`config.mk`:
```
export PLATFORM = sky130hd
export DESIGN_NAME = lfsa_cell
export DESIGN_NICKNAME = d
export VERILOG_FILES = /design/src/rtl/core/lfsa_pkg.sv /design/src/rtl/core/lfsa_cell.sv
export SDC_FILE = /design/constraint.sdc
export NUM_CORES = 1
export LEC_CHECK = 0
export BUFFER_PORTS_ARGS = -buffer_cell sky130_fd_sc_hd__buf_2
export CAP_MARGIN = 0
export CORE_MARGIN = 3
export CORE_UTILIZATION = 50
export CTS_CLUSTER_DIAMETER = 50
export DETAILED_ROUTE_END_ITERATION = 7
export HOLD_SLACK_MARGIN = 0.12
export PLACE_DENSITY = 0.81
export SYNTH_ARGS = -nofsm -noshare
export SYNTH_HDL_FRONTEND = slang
export SYNTH_SLANG_ARGS = --single-unit
```
`constraint.sdc`:
```
create_clock -name clk -period 7.02 [get_ports clk]
set_input_delay 0.351 -clock clk [delete_from_list [all_inputs] [get_ports clk]]
set_output_delay 0.351 -clock clk [all_outputs]
set_load 0.005 [all_outputs]
```
`src/rtl/core/lfsa_pkg.sv`:
```
`timescale 1ns / 1ps
// Shared constants, codes and types of the lowest free slot allocator.
package lfsa_pkg;

  localparam int NUM_SLOTS  = 64;
  localparam int TIME_WIDTH = 32;
  localparam int IN_TIME_W  = 32;
  localparam int COUNT_W    = 16;
  localparam int IDX_W      = 6;

  localparam logic [COUNT_W-1:0] COUNT_MAX = {COUNT_W{1'b1}};

  localparam logic OP_ALLOC = 1'b0;
  localparam logic OP_CLEAR = 1'b1;

  typedef struct packed {
    logic                  valid;
    logic                  done;
    logic [IDX_W-1:0]      idx;
    logic [COUNT_W-1:0]    count;
    logic [TIME_WIDTH-1:0] arrive;
    logic [TIME_WIDTH-1:0] depart;
  } token_t;

  typedef struct packed {
    logic [IDX_W-1:0]   slot_index;
    logic [COUNT_W-1:0] use_count;
    logic               full_res;
  } result_t;

endpackage

```
`src/rtl/core/lfsa_cell.sv`:
```
`timescale 1ns / 1ps
// One slot of the allocator chain: slot state and one token stage.
module lfsa_cell (
  input  logic                        clk,
  input  logic                        rst_n,
  input  logic                        clear,
  input  logic [lfsa_pkg::IDX_W-1:0]  cell_id,
  input  lfsa_pkg::token_t            tok_in,
  output lfsa_pkg::token_t            tok_out
);

  logic                            valid_r;
  logic [lfsa_pkg::TIME_WIDTH-1:0] busy_until_r;
  logic [lfsa_pkg::COUNT_W-1:0]    count_r;
  logic [lfsa_pkg::COUNT_W-1:0]    count_nxt;
  lfsa_pkg::token_t                tok_r;
  lfsa_pkg::token_t                tok_nxt;
  logic                            free;
  logic                            claim;

  assign free  = !valid_r || (busy_until_r < tok_in.arrive);
  assign claim = tok_in.valid && !tok_in.done && free;
  assign count_nxt = (count_r == lfsa_pkg::COUNT_MAX) ? count_r
                                                      : count_r + 1'b1;

  always_comb begin
    tok_nxt = tok_in;
    if (claim) begin
      tok_nxt.done  = 1'b1;
      tok_nxt.idx   = cell_id;
      tok_nxt.count = count_nxt;
    end
  end

  always_ff @(posedge clk) begin
    if (!rst_n || clear) begin
      valid_r <= 1'b0;
      count_r <= '0;
    end else if (claim) begin
      valid_r <= 1'b1;
      count_r <= count_nxt;
    end
  end

  always_ff @(posedge clk) begin
    if (claim) begin
      busy_until_r <= tok_in.depart;
    end
  end

  always_ff @(posedge clk) begin
    if (!rst_n) begin
      tok_r <= '0;
    end else begin
      tok_r <= tok_nxt;
    end
  end

  assign tok_out = tok_r;

endmodule

```
# == Word level (Yosys, flattened, before mapping) ==
# Cells that the tools add are included.
# classes
n_addsub,1
multipliers,0
n_div,0
order_cmp,1
n_eq_ne,1
n_shift,0
muxes,2
bitwise,0
n_reduce_logical,7
# op_table
operator,count
$lt A32 B32 Y1,1
$mux W23,1
$add A16 B1 Y16 const B,1
$eq A16 B16 Y1 const B,1
$mux W16,1
$logic_not A1 Y1,3
$logic_and A1 B1 Y1,2
$logic_or A1 B1 Y1,2
# word_totals
reg_bits,137
latchBits,0
ram_bits,0
romBits,0
input_bits,97
out_inout_bits,88
elab_cells,21
n_memories,0

# == Depth between registers and ports, before layout ==
# Gate-level depths: netlist of run 1.
# logic_depth
word_depth,4
ltp_mapped,12
ltp_nobuf,10

# == Least setup slack after synthesis of run 1 ==
# No wires, ideal clock.
# synth_timing
path_type,in2reg
from,in tok_in[62] (netlist name)
to,"reg busy_until_r[0] (netlist name), enable pin"
setup_time_ns,0.377
arrival_time_ns,2.381
t_required_ns,6.643
slack_ns,4.261
stages,10
path_buffers,2
cell_sequence,inv_1 > ha_1 > nand4_1 > nor3_1 > a221o_1 > o21ai_0 > nand3_1 > inv_1 > buf_2 > buf_2
# synth_between
elab_chain_cells,3
# synth_rtl
item,line,text
from (decl),lfsa_cell.sv:8,"input lfsa_pkg::token_t tok_in,"
$lt A32 B32 Y1,lfsa_cell.sv:21,assign free = !valid_r || (busy_until_r < tok_in.arrive);
$logic_or A1 B1 Y1,lfsa_cell.sv:21,
$logic_and A1 B1 Y1,lfsa_cell.sv:22,assign claim = tok_in.valid && !tok_in.done && free;
net claim,lfsa_cell.sv:19,logic claim;
to (signal assigned),lfsa_cell.sv:47,busy_until_r <= tok_in.depart;
to (decl),lfsa_cell.sv:13,logic [lfsa_pkg::TIME_WIDTH-1:0] busy_until_r;
# The timed path passes the listed nets, and every way through them passes these cells.
# A chain may end at the register's enable or synchronous reset.

# == Final worst setup path of run 1 ==
# layout_timing
from,in tok_in[49] (netlist name)
to,reg tok_r (netlist bit tok_out[84])
# layout_between
elab_chain_cells,4
# layout_rtl
item,line,text
$lt A32 B32 Y1,lfsa_cell.sv:21,
$logic_or A1 B1 Y1,lfsa_cell.sv:21,
$logic_and A1 B1 Y1,lfsa_cell.sv:22,
$mux W23,lfsa_cell.sv:28,if (claim) begin
to (signal assigned),lfsa_cell.sv:55,tok_r <= tok_nxt;
to (decl),lfsa_cell.sv:16,lfsa_pkg::token_t tok_r;
# Every way passes these cells.

==> impl_metrics.yaml, run 1 <==
clocking:
  cts_tree: "done"
  clock_latency_ps: 520
  cts_made_buffers: 17
  cts_htree_levels: 4
  clock-sinks: 137
  cts_root_buffer: "clkbuf_8"
  postCtsSetupRepairBufs: 0
  cts_resized: 0
  clk_pin_slew_worst_paths_ps: 60
  cts_buffer_depth: 2
sta:
  rsz0062_at_grt: "no"
  worst_slew_pin_slew_ps: 733.2
  max_freq_ghz: 0.2266
  hold_violations: 0
  skew_ps: 8.429
  maxSlewViolCount: 0
  period_needed_ps: 4412
  tns_ps: 0
  max-slew-margin-rel_pct: 50.67
  finalCritPeriodShare_pct: 62.86
  setup_violations: 0
die:
  die_h_um: 108.5
  start_util_pct: 52.58
  core_um2: 10000
  dieWidth_um: 108.5
  die-area_um2: 11780
  num_rows: 36
  num_io_pins: 185
final_layout:
  drive_gt1_share_pct: 29.47
  final_cell_mix: "184 x buf_2, 105 x dfxtp_1, 89 x dlygate4sd3_1"
  layout_commonest_cell: "buf_2"
  fin_util_pct: 78.04
  nets: 910
  area.growth.synth_to_final_pct: 48.43
  insertedDiodeCount: 0
  final.fill_count: 614
placement:
  place.gp.congestion: 0.8568
  numPortBuffers: 184
  place_hpwl_um: 9346
logic_synthesis:
  synth.ff_latch_count: 137
  synth_cell_type_count: 51
  synthTopCellsByArea: "dfxtp_1 40%, edfxtp_1 18%, ha_1 7.6%"
  ys.flop_type: "dfxtp_1"
  ys_seq_area_share_pct: 58.26
  syn_area_per_cell_um2: 10.35
  syn_area_um2: 5258
  synth_edf_count: 32
  postSynth.asyncResetShare_pct: 0
  yosys.area.top_type: "dfxtp_1"
  ys_warn_count: 0
  syn_nets: 637
  synth_top_area_share_pct: 39.98
  syn-instance-count: 508
critical_path:
  crit_required_ps: 7420
  cp.arrival_ps: 4820
  slowest_delay_ps: 720
  cp_slowest_cell: "inv_2"
  startpoint_type: "primary input"
  path_buf_inv: 6
  endpoint_kind: "register"
  crit_path_cell_trace: "dlygate4sd3_1 > buf_2 > inv_1 > ha_1 > a21oi_1 > o21ai_0 > a221o_1 > o21ai_0 > nand3_1 > inv_2 > buf_4 > o21ai_0 > dlygate4sd3_1"
  critPathMaxFanout: 50
  critPathTopFamily: "buffers and inverters"
  cp_common_cell: "o21ai_0"
  cp.depth: 13
  ff2ff_path_depth: 10
  critPathKind: "in2reg"
worst_hold_path:
  holdCritPathClass: "in2reg"
  whs_path_depth: 3
power:
  ir_drop_mv: 0.1633
  power_leakage_nw: 3.593
  power-per-cell-area_nw_per_um2: 257.1
global_route:
  first_global_vias: 4994
  grt_first_pass_wirelength_um: 23470
  grt-ovfl-total: 0
  grt_max_degree: 54
  gr-usage-all-layers_pct: 25.91
  grt_antenna_before_repair: 0
drt:
  vias: 4761
  via_per_inst: 5.136
  post_drt_wl_per_cell_um: 16.22
  ant_nets: 0
  routed_wirelength_um: 15030
  drc: 0
  drt-initial-drc-count: 218
  dr.pass1.iters: 4
job:
  maxCapViolCount: 0
status:
  status: "finished, final reports clean"
-- routing by layer --
metal / track usage (%) / wire (um) / vias to the layer above
li1: - / - / 2283
met1: 26.40 / 5645 / 2241
met4: 13.26 / 518 / 0
met2: 48.50 / 7883 / 195
met5: 0 / 0 / -
met3: 6.448 / 986 / 42
-- worst paths after layout --
| kind | from | to | slack, ps |
|---|---|---|---|
| setup / recovery | tok_in[49] | tok_out[84]$_SDFF_PN0_ | 2610 |
| hold / removal | tok_in[75] | tok_out[75]$_SDFF_PN0_ | 130 |
| setup reg to reg | busy_until_r[17]$_DFFE_PP_ | tok_out[84]$_SDFF_PN0_ | 2740 |
| hold reg to reg | count_r[12]$_SDFFE_PP0P_ | count_r[12]$_SDFFE_PP0P_ | 530 |
-- flip-flops by register name, indices dropped and copies added (netlist names) --
name          cells
busy_until_r     32
count_r          16
tok_out          88
valid_r           1
-- cell usage after synthesis (4+ instances only) --
cell type and number:
dfxtp_1 105, nor2_1 62, nand2_1 39, inv_1 37, and2_1 34, edfxtp_1 32
ha_1 32, a21oi_1 27, o21ai_0 18, nand3_1 16, clkbuf_1 11, xnor2_1 9
a211oi_1 8, buf_2 8, nand4_1 7, nor3_1 4
-- tightest hold or removal path: cells and delay by family --
family / cells / cell delay [ps]
AO/OA/AOI/OAI: 1 / 50
buffers and inverters: 1 / 100
AND/OR/NAND/NOR: 1 / 90
-- kinds of logic after synthesis --
family	count (synthesis)	synth area share, %
adders and majority gates	32	7.615
xor gates and xnor gates	12	1.999
AOI/OAI and AO/OA	77	9.234
and+or+nand+nor	190	18.16
DFF	137	58.26
muxes	1	0.1904
buffers and inverters	59	4.545
-- layout make-up --
type / instances / area [um^2] / share of cell area [%]
clock buffer: 22 / 484.2 / 6.205
clock inverter: 10 / 161.4 / 2.068
inverter: 37 / 138.9 / 1.780
multi-input combinational: 312 / 1956 / 25.06
sequential: 137 / 3063 / 39.25
tap: 133 / 166.4 / 2.132
timing repair buffer: 276 / 1834 / 23.50
-- where the power goes --
| part | internal, mW | total [mW] | switching, mW |
|---|---|---|---|
| clock | 0.627 | 0.955 | 0.328 |
| combinational | 0.101 | 0.195 | 0.0931 |
| sequential | 0.846 | 0.857 | 0.0109 |
| total | 1.57 | 2.01 | 0.432 |
-- per-stage QoR --
step | power, mW | instance area [um^2] | cells | hold slack [ps] | worst slack, ps
floorplan | 0.9425 | 5258 | 508 | 449.9 | 4261
CTS | 2.008 | 7804 | 927 | 123.5 | 2662
global placement | 1.014 | 6267 | 806 | 488.5 | 3208
global route | 2.072 | 7804 | 927 | 132.4 | 2210
detailed placement | 1.022 | 6267 | 806 | 481.7 | 2958
finish | 2.007 | 7804 | 927 | 131.8 | 2608
-- what timing repair did --
item                                    in CTS  in global routing
hold buffers                                89                  0
endpoints found under the setup margin       0                  0
endpoints found under the hold margin      115                  0
Note: power is estimated with default switching activity, not from simulation.
==> inputs of run 2 (changes only) <==
- ABC_AREA: default -> 1
- clock period: 7.02 -> 4.3 ns (I/O delays scaled with it)
==> run 2 against run 1 <==
Against the previous run:
- sequential cell count stayed put
- first-iteration DRC count is 33% higher
- largest power group unchanged
- clock power is 55% higher
- register-to-register slack worse by 1900 ps
- area after synthesis is 3.0% higher
- total power is 60% higher
- core utilization is 1.4 points lower
- routed wire length is 8.5% higher
- cell count is 12% higher
- worst hold slack better by 66 ps
- largest cell class unchanged
- setup slack worse by 1800 ps
- critical endpoint is now tok_out[83]$_SDFF_PN0_
- critical path type unchanged
- synthesized cell count is 20% higher
==> impl_metrics.yaml, run 2 <==
drt:
  post_drt_wl_per_cell_um: 15.67
  dr.pass1.iters: 5
  drt-initial-drc-count: 289
  drc: 0
  vias: 5170
  routed_wirelength_um: 16310
  via_per_inst: 4.966
  ant_nets: 0
sta:
  worst_slew_pin_slew_ps: 807.8
  maxSlewViolCount: 0
  rsz0062_at_grt: "no"
  period_needed_ps: 3523
  tns_ps: 0
  finalCritPeriodShare_pct: 81.94
  setup_violations: 0
  hold_violations: 0
  skew_ps: 9.271
  max_freq_ghz: 0.2838
  max-slew-margin-rel_pct: 46.07
  timing.hold.ws_ps: 197.3
power:
  p_seq_share_pct: 43.4
  ir_drop_mv: 0.2720
  p_switching_mw: 0.7781
  finalPower_mw: 3.218
  power.share.combinational_pct: 10.5
  power_leakage_nw: 4.250
  power-per-cell-area_nw_per_um2: 402.8
  internal_power_mw: 2.440
  swShare_pct: 24.18
  clockPowerShare_pct: 46.1
worst_hold_path:
  hold_start: "clear"
  holdCritPathClass: "in2reg"
clocking:
  clock_latency_ps: 520
  postCtsSetupRepairBufs: 0
  clock-sinks: 137
  cts_buffer_depth: 2
  ctsHoldBuffers: 94
  cts_made_buffers: 17
  clk_pin_slew_worst_paths_ps: 60
  cts_resized: 0
  cts_htree_levels: 4
  cts_root_buffer: "clkbuf_8"
  cts_tree: "done"
logic_synthesis:
  synthTopCellsByArea: "dfxtp_1 39%, edfxtp_1 18%, nand2_1 11%"
  ys_warn_count: 0
  synth_commonest_cells: "152 x nand2_1, 111 x inv_1, 105 x dfxtp_1"
  ys.flop_type: "dfxtp_1"
  syn_area_um2: 5413
  synth_cell_type_count: 33
  synth_edf_count: 32
  syn_nets: 738
  syn_area_per_cell_um2: 8.888
  yosys.area.top_type: "dfxtp_1"
  syn-instance-count: 609
  ys_seq_area_share_pct: 56.59
  postSynth.asyncResetShare_pct: 0
  synth_most_common_cell: "nand2_1"
  synth.ff_latch_count: 137
  synth_top_area_share_pct: 38.83
critical_path:
  slowest_delay_ps: 620
  critPathTopFamily: "buffers and inverters"
  r2r-start: "busy_until_r[27]$_DFFE_PP_"
  rrSetupSlack_ps: 810
  ff2ff_path_depth: 15
  rr_endpoint: "tok_out[83]$_SDFF_PN0_"
  crit_required_ps: 4750
  cp_slowest_cell: "inv_2"
  cp.depth: 18
  crit_path_cell_trace: "dlygate4sd3_1 > buf_2 > inv_1 > ha_1 > a21oi_1 > o21ai_0 > nand2_1 > nand3_1 > a21oi_1 > nand2_1 > nand2_1 > buf_4 > nand2_1 > buf_4 > inv_2 > nor2_1 > nor2_1 > dlygate4sd3_1"
  cp_common_cell: "nand2_1"
  endpoint_kind: "register"
  worstSetupEndpoint: "tok_out[83]$_SDFF_PN0_"
  critPathMaxFanout: 39
  cp.arrival_ps: 3970
  critPathKind: "in2reg"
  startpoint_type: "primary input"
  path_buf_inv: 7
  cp-startpoint: "tok_in[49]"
final_layout:
  final_cell_mix: "184 x buf_2, 152 x nand2_1, 111 x inv_1"
  nets: 1021
  insertedDiodeCount: 0
  largest_reg_flops: 88
  drive_gt1_share_pct: 26.52
  area.growth.synth_to_final_pct: 47.57
  layout_commonest_cell: "buf_2"
die:
  dieWidth_um: 110.0
  start_util_pct: 51.96
  num_rows: 37
  die_h_um: 110.0
  num_io_pins: 185
  die-area_um2: 12110
  core_um2: 10420
global_route:
  grt_antenna_before_repair: 0
  gr-usage-all-layers_pct: 26.83
  grt_max_degree: 72
  grt-ovfl-total: 0
  grt_first_pass_wirelength_um: 24720
  first_global_vias: 5305
placement:
  place.gp.congestion: 0.8025
  place_hpwl_um: 9155
  numPortBuffers: 184
status:
  status: "finished, final reports clean"
job:
  maxCapViolCount: 0
run 2: metal layers:
metal  global-route usage [%]  part of all wire, %  vias up
li1                         -                    -     2463
met1                    27.37                   36     2363
met2                    50.52                   53      277
met3                    5.766                  7.4       67
met4                    14.43                  4.1        0
met5                        0                    0        -
run 2: how the worst min path moves through the flow:
stage / to / slack [ps] / depth (start not counted)
6_report: count_r[2]$_SDFFE_PP0P_ / 200 / 3
5_1_grt: count_r[9]$_SDFFE_PP0P_ / 240 / 3
4_1_cts: count_r[10]$_SDFFE_PP0P_ / 180 / 3
3_5_place_dp: busy_until_r[25]$_DFFE_PP_ / 410 / 1
3_3_place_gp: tok_out[33]$_SDFF_PN0_ / 410 / 3
2_1_floorplan: tok_out[32]$_SDFF_PN0_ / 310 / 2
run 2: cells by family (layout without fill, tap and decap cells):
| kind of cell | after synthesis | count (layout) | synth area share, % |
|---|---|---|---|
| flops | 137 | 137 | 56.59 |
| fa+ha+maj | 32 | 32 | 7.397 |
| mux | 1 | 1 | 0.2080 |
| simple gates | 242 | 242 | 19.53 |
| buf+inv | 134 | 430 | 9.824 |
| xor+xnor | 6 | 6 | 1.110 |
| compound gates | 57 | 57 | 5.340 |
run 2: cell type report:
| type | count | area [um^2] |
|---|---|---|
| Clock buffer | 19 | 452.9 |
| Clock inverter | 13 | 156.4 |
| Fill cell | 595 | 2429 |
| Inverter | 116 | 435.4 |
| Multi-Input combinational cell | 338 | 1818 |
| Sequential cell | 137 | 3063 |
| Tap cell | 136 | 170.2 |
| Timing Repair Buffer | 282 | 1892 |
run 2: power groups by stage:
stage / Clock, mW / Sequential, mW / Combinational [mW]
after floorplan: 0 / 1.43 / 0.113
after global placement: 0 / 1.42 / 0.237
after detailed placement: 0 / 1.42 / 0.246
after CTS: 1.49 / 1.39 / 0.322
after global routing: 1.55 / 1.40 / 0.370
final: 1.48 / 1.40 / 0.337
run 2: worst register-to-register path, stage by stage, from the launching register on:
cell and delay, ps:
edfxtp_1 390, ha_1 320, a21oi_1 180, o21ai_0 110
nand2_1 80, nand3_1 70, a21oi_1 140, nand2_1 80
nand2_1 60, buf_4 240, nand2_1 80, buf_4 240
inv_2 620, nor2_1 90, nor2_1 160, dlygate4sd3_1 580
run 2: per-stage QoR:
step | instances | worst slack, ps | utilization [%] | cell area [um^2]
after floorplan | 609 | 2055 | - | 5413
after global placement | 915 | 1428 | 61.80 | 6437
after detailed placement | 915 | 1367 | 61.80 | 6437
after CTS | 1041 | 856.4 | 76.68 | 7988
after global routing | 1041 | 516.5 | 76.68 | 7988
final | 1041 | 776.5 | 76.68 | 7988
