`src/rtl/core/lfsa_pkg.sv`:
```
`timescale 1ns / 1ps
// Shared constants, codes and types of the lowest free slot allocator.
package lfsa_pkg;

  localparam int NUM_SLOTS  = 64;
  localparam int TIME_WIDTH = 32;
  localparam int IN_TIME_W  = 32;
  localparam int COUNT_W    = 16;
  localparam int IDX_W      = 6;

  localparam logic [COUNT_W-1:0] COUNT_MAX = {COUNT_W{1'b1}};

  localparam logic OP_ALLOC = 1'b0;
  localparam logic OP_CLEAR = 1'b1;

  typedef struct packed {
    logic                  valid;
    logic                  done;
    logic [IDX_W-1:0]      idx;
    logic [COUNT_W-1:0]    count;
    logic [TIME_WIDTH-1:0] arrive;
    logic [TIME_WIDTH-1:0] depart;
  } token_t;

  typedef struct packed {
    logic [IDX_W-1:0]   slot_index;
    logic [COUNT_W-1:0] use_count;
    logic               full_res;
  } result_t;

endpackage

```
`src/rtl/core/lfsa_in_if.sv`:
```
`timescale 1ns / 1ps
// Request channel interface of the allocator.
interface lfsa_in_if;
  logic                            valid;
  logic                            ready;
  logic                            operation;
  logic [lfsa_pkg::IN_TIME_W-1:0]  arrive_time;
  logic [lfsa_pkg::IN_TIME_W-1:0]  depart_time;

  modport source (output valid, output operation, output arrive_time, output depart_time,
                  input ready);
  modport sink (input valid, input operation, input arrive_time, input depart_time,
                output ready);
endinterface

```
`src/rtl/core/lfsa_out_if.sv`:
```
`timescale 1ns / 1ps
// Result channel interface of the allocator.
interface lfsa_out_if;
  logic                          valid;
  logic                          ready;
  logic [lfsa_pkg::IDX_W-1:0]    slot_index;
  logic [lfsa_pkg::COUNT_W-1:0]  use_count;
  logic                          full_res;

  modport source (output valid, output slot_index, output use_count, output full_res,
                  input ready);
  modport sink (input valid, input slot_index, input use_count, input full_res,
                output ready);
endinterface

```
`src/rtl/core/lfsa_ctrl.sv`:
```
`timescale 1ns / 1ps
// Request intake, chain head injection and the result output stage with skid.
module lfsa_ctrl (
  input  logic              clk,
  input  logic              rst_n,
  lfsa_in_if.sink           in_ch,
  lfsa_out_if.source        out_ch,
  output lfsa_pkg::token_t  head_tok,
  output logic              clear_all,
  input  lfsa_pkg::token_t  tail_tok
);

  logic              in_fire;
  logic              out_fire;
  logic              busy_r;
  logic              clr_res_r;
  logic              res_vld;
  lfsa_pkg::result_t res;
  lfsa_pkg::result_t out_r;
  lfsa_pkg::result_t skid_r;
  logic              out_v_r;
  logic              skid_v_r;

  assign in_ch.ready = rst_n && !busy_r && !skid_v_r;
  assign in_fire     = in_ch.valid && in_ch.ready;
  assign clear_all   = in_fire && (in_ch.operation == lfsa_pkg::OP_CLEAR);

  always_comb begin
    head_tok        = '0;
    head_tok.valid  = in_fire && (in_ch.operation == lfsa_pkg::OP_ALLOC);
    head_tok.arrive = lfsa_pkg::TIME_WIDTH'(in_ch.arrive_time);
    head_tok.depart = lfsa_pkg::TIME_WIDTH'(in_ch.depart_time);
  end

  assign res_vld = tail_tok.valid || clr_res_r;

  always_comb begin
    res = '0;
    if (!clr_res_r) begin
      if (tail_tok.done) begin
        res.slot_index = tail_tok.idx;
        res.use_count  = tail_tok.count;
      end else begin
        res.full_res = 1'b1;
      end
    end
  end

  always_ff @(posedge clk) begin
    if (!rst_n) begin
      busy_r    <= 1'b0;
      clr_res_r <= 1'b0;
    end else begin
      clr_res_r <= clear_all;
      if (in_fire) begin
        busy_r <= 1'b1;
      end else if (res_vld) begin
        busy_r <= 1'b0;
      end
    end
  end

  assign out_fire = out_v_r && out_ch.ready;

  always_ff @(posedge clk) begin
    if (!rst_n) begin
      out_v_r  <= 1'b0;
      skid_v_r <= 1'b0;
    end else if (!out_v_r) begin
      if (res_vld) begin
        out_v_r <= 1'b1;
      end
    end else if (out_fire) begin
      if (skid_v_r) begin
        skid_v_r <= 1'b0;
      end else if (!res_vld) begin
        out_v_r <= 1'b0;
      end
    end else if (res_vld) begin
      skid_v_r <= 1'b1;
    end
  end

  always_ff @(posedge clk) begin
    if (!out_v_r || out_fire) begin
      if (out_v_r && skid_v_r) begin
        out_r <= skid_r;
      end else if (res_vld) begin
        out_r <= res;
      end
    end else if (res_vld) begin
      skid_r <= res;
    end
  end

  assign out_ch.valid      = out_v_r;
  assign out_ch.slot_index = out_r.slot_index;
  assign out_ch.use_count  = out_r.use_count;
  assign out_ch.full_res   = out_r.full_res;

endmodule

```
`src/flat_wrapper.sv`:
```
// flat-port wrapper written by rule: the top's interface ports become plain ports
module lfsa_ctrl_flat 
  (clk, rst_n, head_tok, clear_all, tail_tok, in_ch_valid, in_ch_operation, in_ch_arrive_time, in_ch_depart_time, in_ch_ready, out_ch_valid, out_ch_slot_index, out_ch_use_count, out_ch_full_res, out_ch_ready);
  lfsa_in_if in_ch_i ();
  lfsa_out_if out_ch_i ();
  input  logic clk;
  input  logic rst_n;
  output lfsa_pkg::token_t head_tok;
  output logic clear_all;
  input  lfsa_pkg::token_t tail_tok;
  input wire logic [$bits(in_ch_i.valid)-1:0] in_ch_valid;
  input wire logic [$bits(in_ch_i.operation)-1:0] in_ch_operation;
  input wire logic [$bits(in_ch_i.arrive_time)-1:0] in_ch_arrive_time;
  input wire logic [$bits(in_ch_i.depart_time)-1:0] in_ch_depart_time;
  output wire logic [$bits(in_ch_i.ready)-1:0] in_ch_ready;
  output wire logic [$bits(out_ch_i.valid)-1:0] out_ch_valid;
  output wire logic [$bits(out_ch_i.slot_index)-1:0] out_ch_slot_index;
  output wire logic [$bits(out_ch_i.use_count)-1:0] out_ch_use_count;
  output wire logic [$bits(out_ch_i.full_res)-1:0] out_ch_full_res;
  input wire logic [$bits(out_ch_i.ready)-1:0] out_ch_ready;
  assign in_ch_i.valid = in_ch_valid;
  assign in_ch_i.operation = in_ch_operation;
  assign in_ch_i.arrive_time = in_ch_arrive_time;
  assign in_ch_i.depart_time = in_ch_depart_time;
  assign in_ch_ready = in_ch_i.ready;
  assign out_ch_valid = out_ch_i.valid;
  assign out_ch_slot_index = out_ch_i.slot_index;
  assign out_ch_use_count = out_ch_i.use_count;
  assign out_ch_full_res = out_ch_i.full_res;
  assign out_ch_i.ready = out_ch_ready;
  lfsa_ctrl u_core (.clk(clk), .rst_n(rst_n), .in_ch(in_ch_i), .out_ch(out_ch_i), .head_tok(head_tok), .clear_all(clear_all), .tail_tok(tail_tok));
endmodule
```
`config.mk`:
```
export PLATFORM = sky130hd
export DESIGN_NAME = lfsa_ctrl_flat
export DESIGN_NICKNAME = d
export VERILOG_FILES = /design/src/rtl/core/lfsa_pkg.sv /design/src/rtl/core/lfsa_in_if.sv /design/src/rtl/core/lfsa_out_if.sv /design/src/rtl/core/lfsa_ctrl.sv /design/src/flat_wrapper.sv
export SDC_FILE = /design/constraint.sdc
export NUM_CORES = 1
export LEC_CHECK = 0
export BUFFER_PORTS_ARGS = -buffer_cell sky130_fd_sc_hd__buf_2
export CORE_AREA = 2 2 106 108
export CTS_CLUSTER_DIAMETER = 30
export DETAILED_ROUTE_END_ITERATION = 12
export DIE_AREA = 0 0 108 110
export GPL_TIMING_DRIVEN = 0
export PLACE_DENSITY = 0.73
export RECOVER_POWER = 100
export SYNTH_ARGS = -nofsm -noshare
export SYNTH_HDL_FRONTEND = slang
export SYNTH_SLANG_ARGS = --single-unit
```
`constraint.sdc`:
```
create_clock -name clk -period 3.3 [get_ports clk]
set_input_delay 0.33 -clock clk [delete_from_list [all_inputs] [get_ports clk]]
set_output_delay 0.33 -clock clk [all_outputs]
set_load 0.02 [all_outputs]
```
-- After elaboration in Yosys (flattened, before gate mapping)
Cells that the tools add are included.
- register bits: 50
- bits of input ports: 157
- output and inout bits: 114
- word-level logic and storage cells: 43
- muxes and demuxes: 13
- bitwise gates (word level): 2
- reductions and logical operators: 18
- operators by type and width (kind ; number):
    $mux W23 ; 3
    $mux W22 ; 1
    $mux W1 ; 9
    $logic_and A1 B1 Y1 ; 7
    $reduce_and A2 Y1 ; 3
    $reduce_bool A2 Y1 ; 3
    $logic_not A1 Y1 ; 3
    $logic_or A1 B1 Y1 ; 2
    $not A1 Y1 ; 2

-- Longest topological paths before layout
Gate-level depths: netlist of run 1.
- depth in word-level cells: 5
- depth in mapped cells: 4
- gate-level depth less buffers: 3

-- Least setup slack after synthesis of run 1
No wires, ideal clock.
- path kind: reg2reg
- from: register u_core.out_v_r, in the netlist u_core.out_ch.valid
- to: register u_core.skid_r[0] in the netlist's numbering (enable)
- library setup time: 432 ps
- data arrival time: 2254 ps
- data required time: 2868 ps
- path slack: 614 ps
- stages on the path, launching flop included: 3
- path buffers: 0
- clock period less this slack: 2686 ps
- cells stage by stage: dfxtp_1 -> inv_2 -> nor3_1
- longest elaborated chain between the ends: 4
- elaborated cells on any way between the ends: 5
- classes of those cells: bitwise: 1; reduce/logical: 4
- ends and longest elaborated chain (what ; RTL line ; source):
    start: declaration ; lfsa_ctrl.sv:21 ; logic out_v_r;
    start signal: assignment ; lfsa_ctrl.sv:67 ; out_v_r <= 1'b0;
    start signal: assignment ; lfsa_ctrl.sv:71 ; out_v_r <= 1'b1;
    start signal: assignment ; lfsa_ctrl.sv:77 ; out_v_r <= 1'b0;
    $logic_not A1 Y1 or $logic_and A1 B1 Y1 (tied branches) ; - ;
    $logic_or A1 B1 Y1 (*) ; lfsa_ctrl.sv:85 ; if (!out_v_r || out_fire) begin
    $not A1 Y1 (no line) (*) ; - ;
    $reduce_and A2 Y1 (no line) (*) ; - ;
    end signal: assignment ; lfsa_ctrl.sv:92 ; skid_r <= res;
    end: declaration ; lfsa_ctrl.sv:20 ; lfsa_pkg::result_t skid_r;
Mark *: on every way between the ends. The rest lies on a longest branch, timed or not.
A chain may end at the register's enable or synchronous reset.

-- Final worst setup path of run 1
- from: register u_core.out_v_r, in the netlist u_core.out_ch.valid
- to: register u_core.out_r (netlist bit u_core.out_ch.use_count[10]) (enable)
- longest elaborated chain between the ends: 3
- elaborated cells on any way between the ends: 6
- classes of those cells: reduce/logical: 6
- ends and longest elaborated chain (what ; RTL line ; source):
    $logic_and A1 B1 Y1 (tied with other cells) ; lfsa_ctrl.sv:86 ; if (out_v_r && skid_v_r) begin
    $reduce_bool A2 Y1 (no line) or $logic_or A1 B1 Y1 (tied branches) ; - ;
    $reduce_and A2 Y1 (no line) (*) ; - ;
    end signal: assignment ; lfsa_ctrl.sv:87 ; out_r <= skid_r;
    end signal: assignment ; lfsa_ctrl.sv:89 ; out_r <= res;
    end: declaration ; lfsa_ctrl.sv:19 ; lfsa_pkg::result_t out_r;
Marks and branches as above.

==> results.py, run 1 <==
metrics = {
    "status": {
        "status": "finished, violations left",
        "violations": "max-capacitance violations, max-slew violations",
    },
    "layout": {
        "seq_area_um2": 1460,
        "fillers": 1131,
        "nets": 514,
        "drive_gt1_share_pct": 41.9,
        "multiInputGateArea_um2": 589,
        "syn2layout_area_growth_pct": 28.3,
        "diodes": 0,
    },
    "synth": {
        "ys_types": 23,
        "syn_avg_cell_area_um2": 13.2,
        "ys_warn_count": 0,
        "synth_top_area_cell": "edfxtp_1",
        "yosys.area.top_type_share_pct": 50.4,
        "synth_enable_flop_cells": 46,
        "ys_top_cells_by_area": "edfxtp_1 (50%), buf_4 (24%), mux2_2 (9.4%)",
        "synth_seq_cells": 50,
        "syn-cell-area_um2": 2740,
        "synth_common_cells": "buf_4 (87), edfxtp_1 (46), mux2_2 (23)",
        "synthArstFlopShare_pct": 0,
        "synth.most_common_cell": "buf_4",
        "syn_inst": 208,
        "synth_flop_cell": "edfxtp_1",
        "seq_area_frac_synth_pct": 53.3,
    },
    "global_route": {
        "grtUsageMet1_pct": 10.1,
        "track_usage_pct": 9.58,
        "grt_pass1_vias": 1778,
        "met2_usage_pct": 18.0,
        "grt_start_max_net_pins": 24,
        "grt_pass1_wl_um": 8650,
        "busiest_layer": "met2",
        "gr-usage-met3_pct": 2.88,
        "gr-total-overflow": 0,
        "antenna_found_initial": 0,
    },
    "setup_path": {
        "critPathArrivalTime_ns": 2.39,
        "crit_path_start_kind": "flip-flop",
        "startpoint": "u_core.out_ch.valid$_SDFF_PN0_",
        "crit_buf_inv": 2,
        "critPathSlowestCell": "o32a_1",
        "crit_path_max_incr_delay_ns": 0.91,
        "cp_max_fo": 23,
        "path_class": "reg -> reg",
        "end_kind": "flip-flop",
        "crit_chain": "inv_1 > nor2_1 > buf_6 > o32a_1",
        "worstPathRequired_ns": 3.22,
        "critPathTopFamily": "compound AO/OA/AOI/OAI gates",
        "r2r-start": "u_core.out_ch.valid$_SDFF_PN0_",
    },
    "sta": {
        "slew_headroom_pct": -9.07,
        "hold_viol_final": 0,
        "rsz0062_at_grt": "no",
        "clock.fmax_mhz": 404,
        "skew_ns": 0.00917,
        "finalMaxSlewViolations": 12,
        "period_minus_slack_ns": 2.48,
        "setup-violations-final": 0,
        "fin_setup_tns_ns": 0,
        "layout_setup_ws_ns": 0.823,
        "tightest_slew_ns": 1.62,
        "fin_crit_sh_pct": 75.1,
    },
    "clocking": {
        "clk_pin_slew_worst_paths_ns": 0.09,
        "clockRootBuffer": "clkbuf_8",
        "clkLatencyLatePin_ns": 0.30,
        "cts_resized": 0,
        "ctsLongestPathBuffers": 2,
        "cts_tree": "built",
        "postCtsSetupBuffers": 0,
        "cts_made_buffers": 5,
        "cts_hold_buffers": 0,
        "cts_max_level": 2,
        "cts.sinks": 50,
    },
    "detailed_routing": {
        "first_iter_violations": 44,
        "totalWireLength_um": 6170,
        "ant_nets": 0,
        "wl_per_cell_um": 12.4,
        "vias": 1843,
        "viasPerCell": 3.70,
        "drc": 0,
        "first_pass_iters": 5,
    },
    "power": {
        "power.internal_mw": 1.10,
        "seq_power_share_pct": 49.7,
        "leakage_nw": 1.48,
        "combPwrFrac_pct": 22.2,
        "swShare_pct": 27.1,
        "powerDensity_nw_per_um2": 429,
        "switchingPower_mw": 0.410,
        "ir_drop_v": 0.000190,
        "clockPowerShare_pct": 28.1,
    },
    "floorplan": {
        "ioPinCount": 271,
        "fp.dieH_um": 110,
        "die_w_um": 108,
        "start_util_pct": 25.6,
        "coreArea_um2": 10700,
        "dieArea_um2": 11900,
        "rows": 38,
    },
    "place": {
        "gp_congestion": 0.762,
        "port_buffers": 119,
        "hpwlAfterDp_um": 5140,
        "dp_slack_ns": 1.13,
    },
    "worst_hold_path": {
        "hp-class": "in -> reg",
        "hold_path_startpoint": "out_ch_ready",
    },
    "flow_run": {
        "max-cap-violations": 1,
    },
}
-- per-stage QoR --
stage	hold slack (ns)	cell area (µm²)	total power, mW	cells	utilization, %
final	0.271	3520	1.51	498	32.9
after global routing	0.268	3520	1.58	498	32.9
after CTS	0.273	3720	1.57	498	34.8
after detailed placement	0.522	3610	1.14	490	33.8
after global placement	0.508	3590	1.14	489	33.6
after floorplan	0.441	2820	1.04	230	-
-- layout make-up --
| cell class | instances | share of cell area (%) |
|---|---|---|
| inverters | 3 | 0.320 |
| well taps | 140 | 4.98 |
| clock inverters | 3 | 1.21 |
| flip-flops and latches | 50 | 41.6 |
| clock buffers | 5 | 1.96 |
| plain buffers | 91 | 19.2 |
| repair buffers | 120 | 14.0 |
| multi-input cells | 86 | 16.8 |
-- cells by family (layout without fill, tap and decap cells) --
family / after synthesis / after routing / synth area share (%)
DFF: 50 / 50 / 53.3
AOI/OAI and AO/OA: 6 / 6 / 1.60
muxes: 23 / 23 / 9.45
other: 1 / 23 / 0.137
buffers and inverters: 94 / 222 / 25.9
and+or+nand+nor: 34 / 34 / 9.63
-- layout by cell type, fill, tap and decap left out, drive strengths merged, types with 2 or more instances in the layout --
cell type  count
edfxtp        46
conb          23
dfxtp          4
nor2           6
clkbuf        99
and2          22
buf          117
inv            4
mux2          23
and3           2
-- per-layer routing --
| metal | vias to the layer above | share of wire, % |
|---|---|---|
| li1 | 889 | - |
| met1 | 829 | 35 |
| met2 | 120 | 54 |
| met3 | 5 | 10 |
| met4 | 0 | 1.1 |
| met5 | - | 0 |
-- worst register-to-register path, stage by stage, from the launching register on --
cell and delay, ns:
dfxtp_1 0.38, inv_1 0.10, nor2_1 0.46, buf_6 0.24, o32a_1 0.91
-- flip-flops by register name, indices dropped and copies added (netlist names) --
name	cells
u_core.out_ch.use_count	16
u_core.clr_res_r	1
u_core.skid_v_r	1
u_core.skid_r	23
u_core.out_ch.slot_index	6
u_core.out_ch.valid	1
u_core.out_ch.full_res	1
u_core.busy_r	1
-- worst paths after layout --
kind	to	slack, ns	cells past startpoint
max reg2reg	u_core.out_ch.use_count[10]$_DFFE_PP_	0.82	4
min	u_core.skid_v_r$_SDFFE_PN0P_	0.27	2
max	u_core.out_ch.use_count[10]$_DFFE_PP_	0.82	4
min reg2reg	u_core.skid_v_r$_SDFFE_PN0P_	0.52	1
-- power groups by stage --
stage               Sequential, mW  Clock [mW]  Combinational, mW
global route                 0.755       0.460              0.363
detailed placement           0.766           0              0.376
finish                       0.751       0.424              0.336
floorplan                    0.801           0              0.237
global placement             0.765           0              0.371
CTS                          0.751       0.440              0.377
(Power assumes the default switching activity.)
==> run 2: changes to the inputs <==
--- a/config.mk
+++ b/config.mk
@@ -5,13 +5,14 @@
 export SDC_FILE = /design/constraint.sdc
 export NUM_CORES = 1
 export LEC_CHECK = 0
+export ABC_AREA = 1
 export BUFFER_PORTS_ARGS = -buffer_cell sky130_fd_sc_hd__buf_2
-export CORE_AREA = 2 2 106 108
+export CORE_AREA = 2 2 105 107
 export CTS_CLUSTER_DIAMETER = 30
 export DETAILED_ROUTE_END_ITERATION = 12
-export DIE_AREA = 0 0 108 110
+export DIE_AREA = 0 0 107 109
 export GPL_TIMING_DRIVEN = 0
-export PLACE_DENSITY = 0.73
+export PLACE_DENSITY = 0.77
 export RECOVER_POWER = 100
 export SYNTH_ARGS = -nofsm -noshare
 export SYNTH_HDL_FRONTEND = slang
==> constraint.sdc (replaced) <==
create_clock -name clk -period 2 [get_ports clk]
set_input_delay 0.2 -clock clk [delete_from_list [all_inputs] [get_ports clk]]
set_output_delay 0.2 -clock clk [all_outputs]
set_load 0.02 [all_outputs]
==> run 2 against run 1 <==
  * The flow now finishes without violations
  * Clock power up 32%
  * Synthesized cell count is 40% higher
  * Via count increased by 23%
  * Synthesized area is 3.3% higher
==> results.py, run 2 <==
metrics = {
    "status": {
        "status": "complete, no violations",
    },
    "setup_path": {
        "cp_max_fo": 23,
        "path_class": "reg -> reg",
        "reg2regPathDepth": 3,
        "critPathSlowestCell": "a21oi_4",
        "critPathArrivalTime_ns": 1.67,
        "end_kind": "flip-flop",
        "crit_chain": "buf_4 > nand2_1 > a21oi_4",
        "crit_path_max_incr_delay_ns": 0.65,
        "worstPathRequired_ns": 1.93,
        "crit_path_start_kind": "flip-flop",
    },
    "synth": {
        "synth_common_cells": "buf_4 (90), nand2_1 (74), edfxtp_1 (46)",
        "synth_seq_cells": 50,
        "syn-cell-area_um2": 2830,
        "yosys.area.top_type_share_pct": 48.8,
        "syn_inst": 291,
        "synth.most_common_cell": "buf_4",
        "ys_top_cells_by_area": "edfxtp_1 (49%), buf_4 (24%), nand2_1 (9.8%)",
        "synthArstFlopShare_pct": 0,
        "ys_warn_count": 0,
        "synth_enable_flop_cells": 46,
        "syn_avg_cell_area_um2": 9.73,
        "seq_area_frac_synth_pct": 51.6,
        "synth_flop_cell": "edfxtp_1",
        "synth_top_area_cell": "edfxtp_1",
        "ys_types": 15,
    },
    "sta": {
        "worst_hold_slack_ns": 0.151,
        "period_minus_slack_ns": 1.74,
        "hold_viol_final": 0,
        "layout_setup_ws_ns": 0.262,
        "fin_crit_sh_pct": 86.9,
        "setup-violations-final": 0,
        "slew_headroom_pct": 53.1,
        "fin_setup_tns_ns": 0,
        "clock.fmax_mhz": 575,
        "rsz0062_at_grt": "no",
        "tightest_slew_ns": 0.702,
        "skew_ns": 0.00831,
        "finalMaxSlewViolations": 0,
    },
    "clocking": {
        "clkLatencyLatePin_ns": 0.30,
        "ctsLongestPathBuffers": 2,
        "cts_max_level": 2,
        "clk_pin_slew_worst_paths_ns": 0.08,
        "cts_tree": "built",
        "clockRootBuffer": "clkbuf_8",
        "cts_hold_buffers": 0,
        "cts_made_buffers": 5,
        "cts_resized": 1,
        "postCtsSetupBuffers": 0,
        "cts.sinks": 50,
    },
    "power": {
        "finalPower_mw": 2.37,
        "leakage_nw": 1.67,
        "powerDensity_nw_per_um2": 656,
        "ir_drop_v": 0.000274,
    },
    "floorplan": {
        "coreArea_um2": 10600,
        "rows": 38,
        "fp.dieH_um": 109,
        "ioPinCount": 271,
        "die_w_um": 107,
        "start_util_pct": 26.7,
        "dieArea_um2": 11700,
    },
    "detailed_routing": {
        "viasPerCell": 3.89,
        "ant_nets": 0,
        "wl_per_cell_um": 12.0,
        "vias": 2258,
        "drc": 0,
        "totalWireLength_um": 6970,
        "first_pass_iters": 4,
        "first_iter_violations": 70,
    },
    "layout": {
        "layout_common_cells": "clkbuf_1 (94), buf_4 (90), nand2_1 (75), edfxtp_1 (46), buf_2 (33)",
        "regMostFlops": "u_core.skid_r",
        "diodes": 0,
        "syn2layout_area_growth_pct": 27.6,
        "drive_gt1_share_pct": 31.6,
        "final_common_cell": "clkbuf_1",
        "largest_reg_flops": 23,
        "final_util_pct": 34.1,
        "nets": 596,
    },
    "global_route": {
        "antenna_found_initial": 0,
        "grt_start_max_net_pins": 24,
        "met2_usage_pct": 20.9,
        "gr-total-overflow": 0,
        "busiest_layer": "met2",
        "grtUsageMet1_pct": 12.5,
        "track_usage_pct": 11.3,
        "gr-usage-met3_pct": 2.57,
        "grt_pass1_wl_um": 10300,
        "grt_pass1_vias": 2125,
    },
    "place": {
        "port_buffers": 119,
        "dp_slack_ns": 0.0145,
        "gp_congestion": 0.792,
        "hpwlAfterDp_um": 5920,
    },
    "flow_run": {
        "max-cap-violations": 0,
    },
    "worst_hold_path": {
        "hp-class": "in -> reg",
        "holdPathStages": 3,
    },
}
run 2: cell types whose count changed in the layout (fill, tap and decap cells not counted), moves of 2 or more:
cell        previous run  this run
and2_0                19         0
and2_4                 2         0
and3_1                 2         0
buf_2                 28        33
buf_4                 87        90
clkinvlp_4             0         2
inv_1                  2         6
mux2_2                23         0
nand2_1                1        75
nand3_1                0        24
nor2_1                 6        24
nor2_2                 0         5
run 2: logic make-up after synthesis:
| kind of cell | after synthesis | share of synthesized area [%] |
|---|---|---|
| and+or+nand+nor | 129 | 20.1 |
| buffers and inverters | 107 | 27.4 |
| other | 1 | 0.132 |
| AOI/OAI and AO/OA | 4 | 0.706 |
| DFF | 50 | 51.6 |
run 2: metal layers:
| layer | share of wire, % | routed length (µm) |
|---|---|---|
| met1 | 36 | 2490 |
| met3 | 8.9 | 620 |
| met5 | 0 | 0 |
| met4 | 1.8 | 124 |
| met2 | 54 | 3740 |
run 2: stage by stage:
| step | instances | cell area (µm²) |
|---|---|---|
| finish | 580 | 3610 |
| floorplan | 313 | 2920 |
| global placement | 572 | 3690 |
| CTS | 580 | 3780 |
| global route | 580 | 3610 |
| detailed placement | 572 | 3690 |
run 2: report_power, final:
group	switching (mW)	internal [mW]	leakage, nW
Sequential	0.0152	1.22	0.480
Clock	0.319	0.240	0.0416
Combinational	0.369	0.212	1.15
run 2: worst paths after layout:
check / start / to / slack (ns)
setup / recovery: u_core.out_ch.valid$_SDFF_PN0_ / u_core.out_ch.slot_index[0]$_DFFE_PP_ / 0.26
hold / removal: in_ch_operation / u_core.clr_res_r$_SDFF_PN0_ / 0.15
setup reg to reg: u_core.out_ch.valid$_SDFF_PN0_ / u_core.out_ch.slot_index[0]$_DFFE_PP_ / 0.26
hold reg to reg: u_core.busy_r$_SDFFE_PN0P_ / u_core.busy_r$_SDFFE_PN0P_ / 0.49
run 2: layout make-up:
type | count | area [µm²]
Sequential cell | 50 | 1460
Clock inverter | 3 | 16.3
Clock buffer | 5 | 68.8
Timing Repair Buffer | 119 | 482
Tap cell | 140 | 175
Multi-Input combinational cell | 156 | 646
Fill cell | 1137 | 6990
Buffer | 100 | 734
Inverter | 7 | 30.0
run 2: critical path, delay by kind of cell (launching register included):
kind                   cells  cell delay (ns)
buffers and inverters      1             0.16
flip-flops                 1             0.34
AND/OR/NAND/NOR            1             0.22
AO/OA/AOI/OAI              1             0.65
==> run 3: changes to the inputs <==
--- a/config.mk
+++ b/config.mk
@@ -12,7 +12,6 @@
 export DETAILED_ROUTE_END_ITERATION = 12
 export DIE_AREA = 0 0 107 109
 export GPL_TIMING_DRIVEN = 0
-export PLACE_DENSITY = 0.77
 export RECOVER_POWER = 100
 export SYNTH_ARGS = -nofsm -noshare
 export SYNTH_HDL_FRONTEND = slang
==> run 3 against run 2 <==
  * Clock-buffer cell count unchanged
  * Critical path depth unchanged
  * Clock skew up 0.0013 ns
  * Highest routed layer unchanged
  * Hold slack worse by 0.021 ns
  * Sequential power about the same
  * Critical path type unchanged
  * Via count down 0.27%
  * Clock power up 2%
  * Sequential cell count unchanged
  * Final area unchanged
  * Wire length up 3.3%
  * Sequential share of layout area unchanged
==> results.py, run 3 (same netlist as run 2, synthesis figures left out) <==
metrics = {
    "setup_path": {
        "end_kind": "flip-flop",
        "r2r-start": "u_core.out_ch.valid$_SDFF_PN0_",
        "crit_path_end": "u_core.out_ch.use_count[6]$_DFFE_PP_",
        "critPathArrivalTime_ns": 1.72,
        "crit_path_max_incr_delay_ns": 0.69,
        "cp_max_fo": 23,
        "r2r_setup_slack_ns": 0.22,
        "crit_path_start_kind": "flip-flop",
        "crit_chain": "buf_4 > nand2_1 > a21oi_4",
        "worstPathRequired_ns": 1.94,
        "r2r_end": "u_core.out_ch.use_count[6]$_DFFE_PP_",
        "path_class": "reg -> reg",
        "startpoint": "u_core.out_ch.valid$_SDFF_PN0_",
        "critPathSlowestCell": "a21oi_4",
        "reg2regPathDepth": 3,
    },
    "worst_hold_path": {
        "holdPathStages": 3,
        "hp-class": "in -> reg",
    },
    "global_route": {
        "grt_pass1_vias": 2112,
        "track_usage_pct": 11.7,
        "grt_start_max_net_pins": 24,
        "gr-total-overflow": 0,
        "grt_pass1_wl_um": 10300,
        "antenna_found_initial": 0,
    },
    "clocking": {
        "cts_made_buffers": 5,
        "cts_tree": "built",
        "clkLatencyLatePin_ns": 0.31,
        "clk_pin_slew_worst_paths_ns": 0.09,
        "cts.sinks": 50,
        "clockRootBuffer": "clkbuf_8",
        "cts_max_level": 2,
        "cts_hold_buffers": 0,
        "ctsLongestPathBuffers": 2,
    },
    "layout": {
        "nets": 596,
        "fillers": 1155,
        "regMostFlops": "u_core.skid_r",
        "drive_gt1_share_pct": 31.6,
        "final_common_cell": "clkbuf_1",
        "diodes": 0,
        "layout_common_cells": "clkbuf_1 (94), buf_4 (90), nand2_1 (75), edfxtp_1 (46), buf_2 (33)",
        "largest_reg_flops": 23,
        "syn2layout_area_growth_pct": 27.6,
    },
    "detailed_routing": {
        "ant_nets": 0,
        "first_pass_iters": 4,
        "viasPerCell": 3.88,
        "wl_per_cell_um": 12.4,
        "drc": 0,
        "vias": 2252,
        "first_iter_violations": 72,
        "totalWireLength_um": 7200,
    },
    "floorplan": {
        "die_w_um": 107,
        "fp.dieH_um": 109,
        "ioPinCount": 271,
        "start_util_pct": 26.7,
        "dieArea_um2": 11700,
        "rows": 38,
        "coreArea_um2": 10600,
    },
    "sta": {
        "fin_crit_sh_pct": 89.2,
        "worst_hold_slack_ns": 0.131,
        "fin_setup_tns_ns": 0,
        "slew_headroom_pct": 49.6,
        "layout_setup_ws_ns": 0.215,
        "hold_viol_final": 0,
        "setup-violations-final": 0,
        "clock.fmax_mhz": 560,
        "finalMaxSlewViolations": 0,
        "period_minus_slack_ns": 1.78,
        "tightest_slew_ns": 0.754,
        "rsz0062_at_grt": "no",
        "skew_ns": 0.00957,
    },
    "power": {
        "finalPower_mw": 2.38,
        "ir_drop_v": 0.000293,
        "powerDensity_nw_per_um2": 660,
        "leakage_nw": 1.67,
    },
    "place": {
        "gp_congestion": 0.797,
        "port_buffers": 119,
        "dp_slack_ns": -0.0525,
        "hpwlAfterDp_um": 5870,
    },
    "status": {
        "status": "complete, no violations",
    },
    "flow_run": {
        "max-cap-violations": 0,
    },
}
run 3: cell counts in the layout (fill, tap and decap cells not counted):
No cell type changed its count.
run 3: area by class of cell:
class	count	area, µm²	share of cell area, %
Buffer	100	734	20.3
Clock buffer	5	68.8	1.90
Clock inverter	3	16.3	0.450
Inverter	7	30.0	0.831
Multi-Input combinational cell	156	646	17.9
Sequential cell	50	1460	40.4
Tap cell	140	175	4.85
Timing Repair Buffer	119	482	13.3
run 3: repair_timing:
item / in CTS / in global routing
resized for setup: 1 / 1
pin swaps: 0 / 0
setup endpoints to repair: 23 / 23
setup buffers: 0 / 0
run 3: worst min path at each step:
| stage | startpoint | end | slack [ns] |
|---|---|---|---|
| 3_5_place_dp | rst_n | u_core.out_ch.valid$_SDFF_PN0_ | 0.45 |
| 6_report | in_ch_operation | u_core.clr_res_r$_SDFF_PN0_ | 0.13 |
| 4_1_cts | in_ch_operation | u_core.clr_res_r$_SDFF_PN0_ | 0.13 |
| 3_3_place_gp | in_ch_operation | u_core.clr_res_r$_SDFF_PN0_ | 0.45 |
| 5_1_grt | in_ch_operation | u_core.clr_res_r$_SDFF_PN0_ | 0.14 |
| 2_1_floorplan | rst_n | u_core.out_ch.valid$_SDFF_PN0_ | 0.32 |
run 3: routing by layer:
| layer | track usage, % | wire length (µm) | up-vias |
|---|---|---|---|
| met1 | 12.6 | 2640 | 999 |
| met2 | 21.7 | 3840 | 123 |
| met5 | 0 | 0 | - |
| met4 | 4.36 | 136 | 0 |
| li1 | - | - | 1117 |
| met3 | 3.29 | 593 | 13 |
run 3: metrics by stage:
step	cell area (µm²)	cells	utilization, %
after global placement	3690	572	34.8
after detailed placement	3690	572	34.8
after floorplan	2920	313	-
final	3610	580	34.1
after global routing	3610	580	34.1
after CTS	3780	580	35.7
run 3: worst max-delay path: cells and delay by family (launching register included):
family                 cells  cell delay [ns]
AOI/OAI and AO/OA          1             0.69
DFF                        1             0.33
and+or+nand+nor            1             0.22
buffers and inverters      1             0.16
run 3: power by group:
| part | switching (mW) | leakage [nW] | internal [mW] | total [mW] |
|---|---|---|---|---|
| logic | 0.370 | 1.15 | 0.212 | 0.582 |
| clock network | 0.331 | 0.0416 | 0.240 | 0.571 |
| registers | 0.0156 | 0.480 | 1.22 | 1.23 |
| total | 0.717 | 1.67 | 1.67 | 2.38 |
